## src/design/fqp_pkg.sv

```systemverilog
`default_nettype none
package fqp_pkg;

   typedef enum logic [1:0] {
      FMT_HALF = 2'd0,
      FMT_E8   = 2'd1,
      FMT_E2M1 = 2'd2,
      FMT_SIGN = 2'd3
   } format_type;

   localparam logic [30:0] INF_ABS      = 31'h7F800000;
   localparam logic [30:0] TH_LARGE     = 31'h3BF80000;
   localparam logic [30:0] TH_ROUND     = 31'h3BF00000;
   localparam logic [9:0]  E8_OFFSET    = 10'd104;
   localparam logic [30:0] E2M1_UP_1P0  = 31'h3F3FFFF8;
   localparam logic [30:0] E2M1_MID_1P25 = 31'h3FA00000;
   localparam logic [30:0] E2M1_UP_2P0  = 31'h3FDFFFFC;
   localparam logic [30:0] E2M1_MID_2P5 = 31'h40200000;
   localparam logic [30:0] E2M1_UP_4P0  = 31'h405FFFFE;
   localparam logic [30:0] E2M1_MID_5P0 = 31'h40A00000;

   function automatic logic [15:0] to_half(input logic [31:0] x);
      logic [7:0]  ex;
      logic [22:0] fr;
      logic [3:0]  k;
      logic [15:0] r;
      ex = x[30:23];
      fr = x[22:0];
      k  = 4'(8'd113 - ex);
      r  = 16'h0000;
      if (ex == 8'hFF) begin
         r = {1'b0, 5'h1F, 9'd0, (fr != 23'd0)};
      end else if (ex == 8'd0 || ex < 8'd103) begin
         r = 16'h0000;
      end else if (ex < 8'd113) begin
         r = (16'd1024 >> k) + 16'(fr >> (5'd13 + 5'(k)));
      end else if (ex > 8'd142) begin
         r = {1'b0, 5'h1F, 10'd0};
      end else begin
         r = {1'b0, 5'(ex - 8'd112), fr[22:13]};
      end
      return {x[31], r[14:0]};
   endfunction

   function automatic logic [7:0] to_e8(input logic [31:0] x);
      logic [30:0] a;
      logic        not_nan, large_e, r111, odd;
      logic [31:0] rounded;
      logic [2:0]  m;
      logic [9:0]  ep;
      logic [7:0]  esfp, r;
      a       = x[30:0];
      not_nan = a <= INF_ABS;
      large_e = not_nan && a >= TH_LARGE;
      r111    = not_nan && a >= TH_ROUND;
      odd     = large_e ? a[20] : a[21];
      rounded = {1'b0, a} + 32'(odd) + (large_e ? 32'h0007FFFF : 32'h000FFFFF);
      m       = r111 ? rounded[22:20] : {1'b0, rounded[22:21]};
      ep      = {1'b0, rounded[31:23]} - E8_OFFSET;
      if (ep == 10'd0 && m == 3'd0) begin
         m = 3'd1;
      end
      esfp = ep[7:0] - (r111 ? 8'd8 : 8'd0);
      r    = ((r111 ? (esfp << 3) : (esfp << 2)) | {5'd0, m} | {x[31], 7'd0});
      if (ep[9]) begin
         r = 8'd0;
      end
      return r;
   endfunction

   function automatic logic [3:0] to_e2m1(input logic [31:0] x);
      logic [30:0] a;
      logic [2:0]  c;
      a = x[30:0];
      c = 3'd1 + 3'(a >= E2M1_UP_1P0) + 3'(a > E2M1_MID_1P25) + 3'(a >= E2M1_UP_2P0)
          + 3'(a > E2M1_MID_2P5) + 3'(a >= E2M1_UP_4P0) + 3'(a > E2M1_MID_5P0);
      if (a >= INF_ABS) begin
         return 4'h7;
      end else if (a == 31'd0) begin
         return 4'h0;
      end
      return {x[31], c};
   endfunction

   function automatic logic to_sign(input logic [31:0] x);
      if (x[30:0] > INF_ABS) begin
         return 1'b0;
      end
      return !x[31] || x[30:0] == 31'd0;
   endfunction

endpackage
`default_nettype wire

```

## src/design/float_quantize_pack_top.sv

```systemverilog
`default_nettype none
// Streaming float32 quantizer: half, 8-bit float, packed e2m1 nibbles or packed
// sign bits, picked by the format register (write it only while idle; a write
// clears the partial byte). Each beat passes an input register and one
// conversion stage into a result register, so one beat is taken per cycle
// while the output is not stalled; packed formats emit a beat only
// when the byte fills or end_of_vector flushes it.
module float_quantize_pack_top
   import fqp_pkg::*;
(
   input  wire logic        clock,
   input  wire logic        reset,
   input  wire logic        req_valid,
   output logic             req_stall,
   input  wire logic [31:0] req_sample_bits,
   input  wire logic        req_end_of_vector,
   output logic             rsp_valid,
   input  wire logic        rsp_stall,
   output logic [15:0]      rsp_code_word,
   output logic             rsp_final_word,
   input  wire logic        csr_valid,
   output logic             csr_ready,
   input  wire logic [1:0]  csr_format
);

   format_type  format_ff, format_in;
   logic        s1_valid_ff, s1_valid_in;
   logic [31:0] s1_bits_ff;
   logic        s1_eov_ff;
   logic        out_ready, cfg_write;
   logic [15:0] half_word;
   logic [7:0]  e8_code;
   logic [3:0]  e2m1_nib;
   logic        sign_bit;

   assign csr_ready = 1'b1;
   assign cfg_write = csr_valid && csr_ready;
   assign req_stall = s1_valid_ff && !out_ready;

   always_comb begin
      format_in   = cfg_write ? format_type'(csr_format) : format_ff;
      s1_valid_in = req_stall ? s1_valid_ff : req_valid;
   end

   always_ff @(posedge clock) begin
      if (reset) begin
         format_ff   <= FMT_HALF;
         s1_valid_ff <= 1'b0;
      end else begin
         format_ff   <= format_in;
         s1_valid_ff <= s1_valid_in;
      end
   end

   always_ff @(posedge clock) begin
      if (req_valid && !req_stall) begin
         s1_bits_ff <= req_sample_bits;
         s1_eov_ff  <= req_end_of_vector;
      end
   end

   fqp_convert u_convert (
      .sample_bits (s1_bits_ff),
      .half_word   (half_word),
      .e8_code     (e8_code),
      .e2m1_nib    (e2m1_nib),
      .sign_bit    (sign_bit)
   );

   fqp_pack u_pack (
      .clock          (clock),
      .reset          (reset),
      .fmt            (format_ff),
      .cfg_clear      (cfg_write),
      .in_valid       (s1_valid_ff),
      .in_ready       (out_ready),
      .half_word      (half_word),
      .e8_code        (e8_code),
      .e2m1_nib       (e2m1_nib),
      .sign_bit       (sign_bit),
      .eov            (s1_eov_ff),
      .rsp_valid      (rsp_valid),
      .rsp_stall      (rsp_stall),
      .rsp_code_word  (rsp_code_word),
      .rsp_final_word (rsp_final_word)
   );

endmodule
`default_nettype wire

```

## src/design/fqp_convert.sv

```systemverilog
`default_nettype none
module fqp_convert
   import fqp_pkg::*;
(
   input  wire logic [31:0] sample_bits,
   output logic      [15:0] half_word,
   output logic      [7:0]  e8_code,
   output logic      [3:0]  e2m1_nib,
   output logic             sign_bit
);

   always_comb begin
      half_word = to_half(sample_bits);
      e8_code   = to_e8(sample_bits);
      e2m1_nib  = to_e2m1(sample_bits);
      sign_bit  = to_sign(sample_bits);
   end

endmodule
`default_nettype wire

```

## src/design/fqp_pack.sv

```systemverilog
`default_nettype none
module fqp_pack
   import fqp_pkg::*;
(
   input  wire logic        clock,
   input  wire logic        reset,
   input  wire format_type  fmt,
   input  wire logic        cfg_clear,
   input  wire logic        in_valid,
   output logic             in_ready,
   input  wire logic [15:0] half_word,
   input  wire logic [7:0]  e8_code,
   input  wire logic [3:0]  e2m1_nib,
   input  wire logic        sign_bit,
   input  wire logic        eov,
   output logic             rsp_valid,
   input  wire logic        rsp_stall,
   output logic [15:0]      rsp_code_word,
   output logic             rsp_final_word
);

   logic [7:0]  pack_byte_ff, pack_byte_in, byte_next;
   logic [2:0]  pack_count_ff, pack_count_in, count_next;
   logic        rsp_valid_ff, rsp_valid_in, emit, take;
   logic [15:0] word_ff, word_in;
   logic        final_ff, final_in;

   assign in_ready = !rsp_valid_ff || !rsp_stall;
   assign take     = in_valid && in_ready;

   always_comb begin
      byte_next  = pack_byte_ff;
      count_next = pack_count_ff;
      emit       = 1'b1;
      word_in    = 16'd0;
      case (fmt)
         FMT_HALF: word_in = half_word;
         FMT_E8:   word_in = {8'd0, e8_code};
         FMT_E2M1: begin
            if (pack_count_ff == 3'd0) begin
               byte_next  = {4'd0, e2m1_nib};
               count_next = 3'd1;
               emit       = eov;
            end else begin
               byte_next = {e2m1_nib, pack_byte_ff[3:0]};
            end
            word_in = {8'd0, byte_next};
         end
         default: begin
            byte_next  = pack_byte_ff | (8'(sign_bit) << pack_count_ff);
            count_next = pack_count_ff + 3'd1;
            emit       = (count_next == 3'd0) || eov;
            word_in    = {8'd0, byte_next};
         end
      endcase
      if (fmt == FMT_HALF || fmt == FMT_E8) begin
         byte_next  = pack_byte_ff;
         count_next = pack_count_ff;
      end else if (emit) begin
         byte_next  = 8'd0;
         count_next = 3'd0;
      end
   end

   always_comb begin
      pack_byte_in  = pack_byte_ff;
      pack_count_in = pack_count_ff;
      rsp_valid_in  = rsp_valid_ff;
      final_in      = eov;
      if (cfg_clear) begin
         pack_byte_in  = 8'd0;
         pack_count_in = 3'd0;
      end else if (take) begin
         pack_byte_in  = byte_next;
         pack_count_in = count_next;
      end
      if (take) begin
         rsp_valid_in = emit;
      end else if (in_ready) begin
         rsp_valid_in = 1'b0;
      end
   end

   always_ff @(posedge clock) begin
      if (reset) begin
         pack_byte_ff  <= 8'd0;
         pack_count_ff <= 3'd0;
         rsp_valid_ff  <= 1'b0;
      end else begin
         pack_byte_ff  <= pack_byte_in;
         pack_count_ff <= pack_count_in;
         rsp_valid_ff  <= rsp_valid_in;
      end
   end

   always_ff @(posedge clock) begin
      if (take) begin
         word_ff  <= word_in;
         final_ff <= final_in;
      end
   end

   assign rsp_valid      = rsp_valid_ff;
   assign rsp_code_word  = word_ff;
   assign rsp_final_word = final_ff;

`ifndef SYNTHESIS
   a_count_idle: assert property (@(posedge clock) disable iff (reset)
      (fmt == FMT_HALF || fmt == FMT_E8) |-> pack_count_ff == 3'd0)
      else $error("pack count nonzero in unpacked format");
   a_nib_count: assert property (@(posedge clock) disable iff (reset)
      (fmt == FMT_E2M1) |-> pack_count_ff <= 3'd1)
      else $error("nibble count out of range");
   a_upper_zero: assert property (@(posedge clock) disable iff (reset)
      (rsp_valid_ff && fmt != FMT_HALF) |-> word_ff[15:8] == 8'd0)
      else $error("upper byte set in byte format");
`endif

endmodule
`default_nettype wire
```

## config.mk

```make
export PLATFORM = sky130hd
export DESIGN_NAME = float_quantize_pack_top
export DESIGN_NICKNAME = d
export VERILOG_FILES = /design/src/design/fqp_pkg.sv /design/src/design/float_quantize_pack_top.sv /design/src/design/fqp_convert.sv /design/src/design/fqp_pack.sv
export SDC_FILE = /design/constraint.sdc
export NUM_CORES = 1
export LEC_CHECK = 0
export BUFFER_PORTS_ARGS = -buffer_cell sky130_fd_sc_hd__buf_2
export CAP_MARGIN = 20
export CORE_ASPECT_RATIO = 0.6
export CORE_MARGIN = 5
export CORE_UTILIZATION = 60
export CTS_BUF_LIST = sky130_fd_sc_hd__clkbuf_2
export DETAILED_ROUTE_END_ITERATION = 10
export PLACE_DENSITY = 0.82
export REMOVE_ABC_BUFFERS = 1
export SETUP_SLACK_MARGIN = 0.1
export SLEW_MARGIN = 20
export SYNTH_ARGS = -nofsm -noshare
export SYNTH_HDL_FRONTEND = slang
export SYNTH_SLANG_ARGS = --single-unit
export TNS_END_PERCENT = 20
```

## constraint.sdc

```tcl
create_clock -name clock -period 6.07 [get_ports clock]
set_input_delay 1.214 -clock clock [delete_from_list [all_inputs] [get_ports clock]]
set_output_delay 1.214 -clock clock [all_outputs]
set_load 0.02 [all_outputs]
```

* Yosys cells after proc, flatten, opt, wreduce, memory -nomap -nowiden
Cells that the tools add are included.
** Cells by class
- Add/subtract/negate cells :: 15
- Order comparisons :: 14
- Equal/unequal tests :: 5
- Shift operators :: 3
- Muxes and demuxes :: 30
- Bitwise logic cells :: 4
- Reductions and logical operators :: 29
** Operators by type and width (number)
- $ge A31 B30 Y1 const B :: 4
- $gt A31 B31 Y1 const B :: 3
- $ge A31 B31 Y1 const B :: 2
- $mux W15 :: 4
- $pmux W16 S3 :: 1
- $add A31 B1 Y32 :: 1
- $add A32 B32 Y32 :: 1
- $mux W8 :: 4
- $gt A31 B30 Y1 const B :: 1
- $le A31 B31 Y1 const B :: 1
- $logic_not A31 Y1 :: 1
- $reduce_bool A23 Y1 :: 1
- $shr A23 B5 Y15 :: 1
- $mux W20 :: 1
- $lt A8 B7 Y1 const B :: 2
- $mux W4 :: 4
- $or A8 B8 Y8 :: 2
- $pmux W8 S2 :: 1
- $add A15 B15 Y15 :: 1
- $add A3 B1 Y3 :: 5
- $shr A11 B4 Y15 const A :: 1
- $mux W3 :: 4
- $logic_not A10 Y1 :: 1
- $sub A9 B7 Y10 const B :: 1
- other kinds (28) :: 52
** Word-level totals
- Register bits :: 65
- Input port bits :: 40
- Output and inout port bits :: 20
- Logic and storage cells :: 109

* Depth between registers and ports, before layout
- Word-level depth :: 13
- Gate-level depth with buffers :: 19
- Mapped depth without buffers :: 17

* Cells and area by module
From an unflattened synthesis, not the netlist that was laid out.
** Unflattened totals
- Cells, all modules :: 509
- Area total of the unflattened synthesis :: 4904.7 µm²
** Modules (own cells, without submodules)
- fqp_convert :: times used 1, cells each 343, area an instance 2239.6 µm², seq. area each 0.0 µm²
- fqp_pack :: times used 1, cells each 121, area an instance 1545.2 µm², seq. area each 750.7 µm²
- float_quantize_pack_top :: times used 1, cells each 45, area an instance 1119.8 µm², seq. area each 1051.0 µm²

* Worst setup path before layout
OpenSTA, ideal clock, no wires.
- Path kind :: flip-flop to flip-flop
- From :: register s1_bits_ff[15]
- To :: register u_pack.word_ff[0] (netlist: u_pack.rsp_code_word[0]) (data pin)
- Setup time :: 158 ps
- Data arrival time :: 4345 ps
- Required time :: 5912 ps
- Slack :: 1567 ps
- Cell stages (with the launch flop) :: 15
- Path buffers :: 1
- Period minus slack after synthesis :: 4503 ps
- Path through :: edfxtp_1 > or4_4 > or4_4 > o21ai_1 > nand2_1 > ha_1 > o211ai_1 > or3_1 > and2_1 > clkbuf_1 > ha_1 > or3_1 > a2111o_1 > a2111o_1 > o211ai_1
** Between the ends
- Word-level cells in the longest chain between the ends :: 13
- Elaborated cells on any way between the ends :: 50
- Those cells by class :: 10 x add/sub; 11 x order compare; 2 x shift; 16 x mux; 3 x bitwise; 8 x reduce/logical
** Ends and longest elaborated chain
- start: declaration :: RTL line float_quantize_pack_top.sv:28 : logic [31:0] s1_bits_ff;
- start signal: assignment :: RTL line float_quantize_pack_top.sv:57 : s1_bits_ff <= req_sample_bits;
- $le A31 B31 Y1 or $ge A31 B30 Y1 (tied branches) :: RTL line fqp_pkg.sv:53, fqp_pkg.sv:54
- $logic_and A1 B1 Y1 :: RTL line fqp_pkg.sv:54 : large_e = not_nan && a >= TH_LARGE;
- $mux W1 :: RTL line fqp_pkg.sv:56 : odd = large_e ? a[20] : a[21];
- $add A31 B1 Y32 :: RTL line fqp_pkg.sv:57 : rounded = {1'b0, a} + 32'(odd) + (large_e ? 32'h0007FFFF : 32'h000FFFFF);
- $add A32 B32 Y32 :: RTL line fqp_pkg.sv:57
- $sub A9 B7 Y10 or $mux W3 (tied branches) :: RTL line fqp_pkg.sv:59, fqp_pkg.sv:58
- $logic_not A10 Y1 or $logic_not A3 Y1 (tied branches) :: RTL line fqp_pkg.sv:60 : if (ep == 10'd0 && m == 3'd0) begin
- $logic_and A1 B1 Y1 :: RTL line fqp_pkg.sv:60
- $mux W3 :: RTL line fqp_pkg.sv:60
- $or A8 B3 Y8 :: RTL line fqp_pkg.sv:64 : r = ((r111 ? (esfp << 3) : (esfp << 2)) | {5'd0, m} | {x[31], 7'd0});
- $or A8 B8 Y8 :: RTL line fqp_pkg.sv:64
- $mux W8 :: RTL line fqp_pkg.sv:65 : if (ep[9]) begin
- $pmux W16 S3 (*) :: RTL line fqp_pack.sv:36 : case (fmt)
- net u_pack.word_in[0] :: RTL line fqp_pack.sv:25 : logic [15:0] word_ff, word_in;
- end signal: assignment :: RTL line fqp_pack.sv:98 : word_ff <= word_in;
- end: declaration :: RTL line fqp_pack.sv:25
The timed path passes the listed nets; every way through them passes the cells marked *.
A chain may end at the register's enable or synchronous reset.

* Worst setup path in the final report
- From :: register s1_bits_ff[20]
- To :: register u_pack.word_ff[0] (netlist: u_pack.rsp_code_word[0]) (data pin)
The elaborated chain is that of the path after synthesis.

==> impl_metrics.py <==
metrics = {
    "power": {
        "power.internal_mw": 0.6931,
        "switching_share": 0.3387,
        "ir_drop_mv": 0.1635,
        "p_total_mw": 1.048,
        "combPwrFrac": 0.241,
        "p_sw_mw": 0.3550,
        "p_per_area_mw_per_mm2": 199.1,
        "leakagePower_nw": 2.052,
        "p_clk_frac": 0.252,
        "power.share.sequential": 0.507,
    },
    "synthesis": {
        "synthFlopType": "edfxtp_1",
        "synth_edf_count": 50,
        "ys_ff_latch": 65,
        "seq_area_frac_synth": 0.3752,
        "yosys.area.top_type_share": 0.3127,
        "avgSynthCellArea_um2": 8.959,
        "netlist_area_mm2": 0.004802,
        "netlist_instances": 536,
        "yosysWarnings": 0,
        "synth.distinct_cells": 73,
        "yosys-top-cells-area": "edfxtp_1 31%, dfxtp_1 6.3%, ha_1 5.2%",
        "synthArstFlopShare": 0,
        "yosys.area.top_type": "edfxtp_1",
    },
    "detailed_routing": {
        "firstDrtPassIters": 6,
        "routed_wl_um": 13800,
        "antenna_left": 0,
        "wire_per_inst_um": 19.91,
        "drc": 0,
        "vias": 4665,
        "drt-vias-per-instance": 6.732,
        "drt_iter0_drc": 657,
    },
    "clock_network": {
        "cts_setup_buffers": 0,
        "cts-root-buf": "clkbuf_2",
        "cts.sink_count": 65,
        "clkTransAtPathRegs_ns": 0.18,
        "ctsResizeCount": 0,
        "cts_tree": "yes",
        "clk_path_buf_depth": 2,
        "cts_made_buffers": 9,
        "clkLatencyLatePin_ns": 0.55,
        "htreeDepth": 3,
        "cts_hold_buffers": 0,
    },
    "cells_and_area": {
        "area_delta_synth_final_pct": 9.640,
        "final_cell_mix": "60 x nor2_1, 58 x buf_2, 50 x edfxtp_1",
        "nets": 644,
        "final_common_cell": "nor2_1",
        "fillers": 652,
        "diodes": 0,
        "multi_input_area_mm2": 0.002809,
        "seq_area_mm2": 0.001802,
        "fin_util": 0.6733,
        "final_area_mm2": 0.005265,
        "final_cells": 693,
        "drive_gt1_frac": 0.1795,
    },
    "global_route": {
        "overflow": 0,
        "grt_usage": 0.2830,
        "grt_max_degree": 34,
        "grt_pass1_vias": 4249,
        "grt_pass1_wl_um": 22210,
        "antenna_found_initial": 0,
    },
    "placed_design": {
        "gp_congestion": 0.9905,
        "io_buffers": 58,
        "dpl.hpwl_um": 10600,
        "postPlaceCellArea_mm2": 0.005149,
        "dp_cells": 677,
        "dp_slack_ns": 1.181,
    },
    "sta": {
        "rsz0062_at_grt": "false",
        "skew_ns": 0.02882,
        "layout_setup_ws_ns": 1.082,
        "finalSetupTns_ns": 0,
        "final_max_slew_viol_count": 0,
        "worst_pin_slew_ns": 1.005,
        "setup_violations": 0,
        "slew_headroom": 0.3254,
        "timing.fmax_mhz": 200.5,
        "period_minus_slack_ns": 4.988,
        "fin_crit_sh": 0.8218,
        "fin_hold_ws_ns": 0.4726,
        "hold_viol": 0,
    },
    "worst_hold_path": {
        "min_from": "u_pack.pack_byte_ff[6]",
        "holdCritPathClass": "flip-flop to flip-flop",
    },
    "setup_path": {
        "r2r-start": "s1_bits_ff[20]",
        "crit_start": "s1_bits_ff[20]",
        "worst-setup-path-type": "flip-flop to flip-flop",
        "worstSetupStartpointType": "flip-flop",
        "crit_fanout": 17,
        "end_kind": "flip-flop",
        "arrival_ns": 5.38,
        "cp.required_ns": 6.46,
    },
    "floorplanning": {
        "die_height_um": 79.30,
        "core-area_mm2": 0.007820,
        "start_util": 0.6141,
        "row_count": 25,
        "ios": 60,
        "fp.dieW_um": 125.5,
        "design.die.area_mm2": 0.009951,
    },
    "flow_run": {
        "drv_cap": 0,
    },
    "run_status": {
        "status": "finished clean",
    },
}
[layer usage]
metal,share of wire,global-route usage,vias to the layer above
li1,-,-,2123
met1,0.45,0.4145,2198
met2,0.40,0.3950,312
met3,0.13,0.09946,32
met4,0.019,0.07468,0
met5,0,0,-
[sequential cells by signal, indices dropped and copies added (netlist names)]
signal / flops
u_pack.pack_byte_ff: 8
s1_bits_ff: 32
s1_valid_ff: 1
s1_eov_ff: 1
u_pack.rsp_code_word: 16
u_pack.rsp_final_word: 1
u_pack.pack_count_ff: 3
format_ff: 2
u_pack.rsp_valid: 1
[worst max-delay path, stage by stage (launching register included)]
cell and delay (ns):
edfxtp_1 0.65, or4_1 0.57, or4_4 0.44, o21ai_1 0.27, nand2_1 0.13, ha_1 0.41
o211ai_1 0.23, or3_1 0.40, and2_1 0.23, ha_1 0.26, or3_1 0.39, a2111o_1 0.42
a2111o_1 0.36, o211ai_1 0.09
[worst paths after layout]
kind	endpoint	slack, ns	cells after the start
setup reg to reg	u_pack.rsp_code_word[0]	1.08	13
hold reg to reg	u_pack.pack_byte_ff[6]	0.47	2
setup / recovery	u_pack.rsp_code_word[0]	1.08	13
hold / removal	u_pack.pack_byte_ff[6]	0.47	2
[cell type report]
cell class / instances / area share
clock inverter: 7 / 0.01355
multi-input combinational: 422 / 0.5335
clock buffer: 9 / 0.008555
tap: 108 / 0.02567
inverter: 18 / 0.01283
sequential: 65 / 0.3422
timing repair buffer: 64 / 0.06369
[synthesized netlist by cell type (all sizes together), types with 5 or more instances]
library cell	instances
o211ai	8
and3	10
nor4	6
nand3	13
a22oi	6
mux2	5
edfxtp	50
dfxtp	15
nor3	28
nor2	60
xnor2	14
inv	18
or3	5
ha	20
or4	5
nor2b	5
nand2	46
clkbuf	23
a31oi	13
nand4	12
mux2i	12
xor2	5
o21ai	28
a21oi	31
and2	5
buf	8
a21o	11
[power groups by stage]
stage	Combinational, mW	Clock [mW]	Sequential (mW)
floorplan	0.154	0	0.547
CTS	0.246	0.268	0.530
global route	0.275	0.294	0.534
finish	0.253	0.264	0.531
global placement	0.239	0	0.539
detailed placement	0.244	0	0.540
[kinds of logic after synthesis]
| family | after synthesis | share of synthesized area |
|---|---|---|
| compound gates | 146 | 0.2147 |
| xor+xnor | 19 | 0.03465 |
| fa+ha+maj | 24 | 0.06879 |
| buf+inv | 49 | 0.04038 |
| flops | 65 | 0.3752 |
| mux | 18 | 0.04221 |
| other cells | 1 | 0.0007809 |
| simple gates | 214 | 0.2233 |
(Power assumes the default switching activity.)
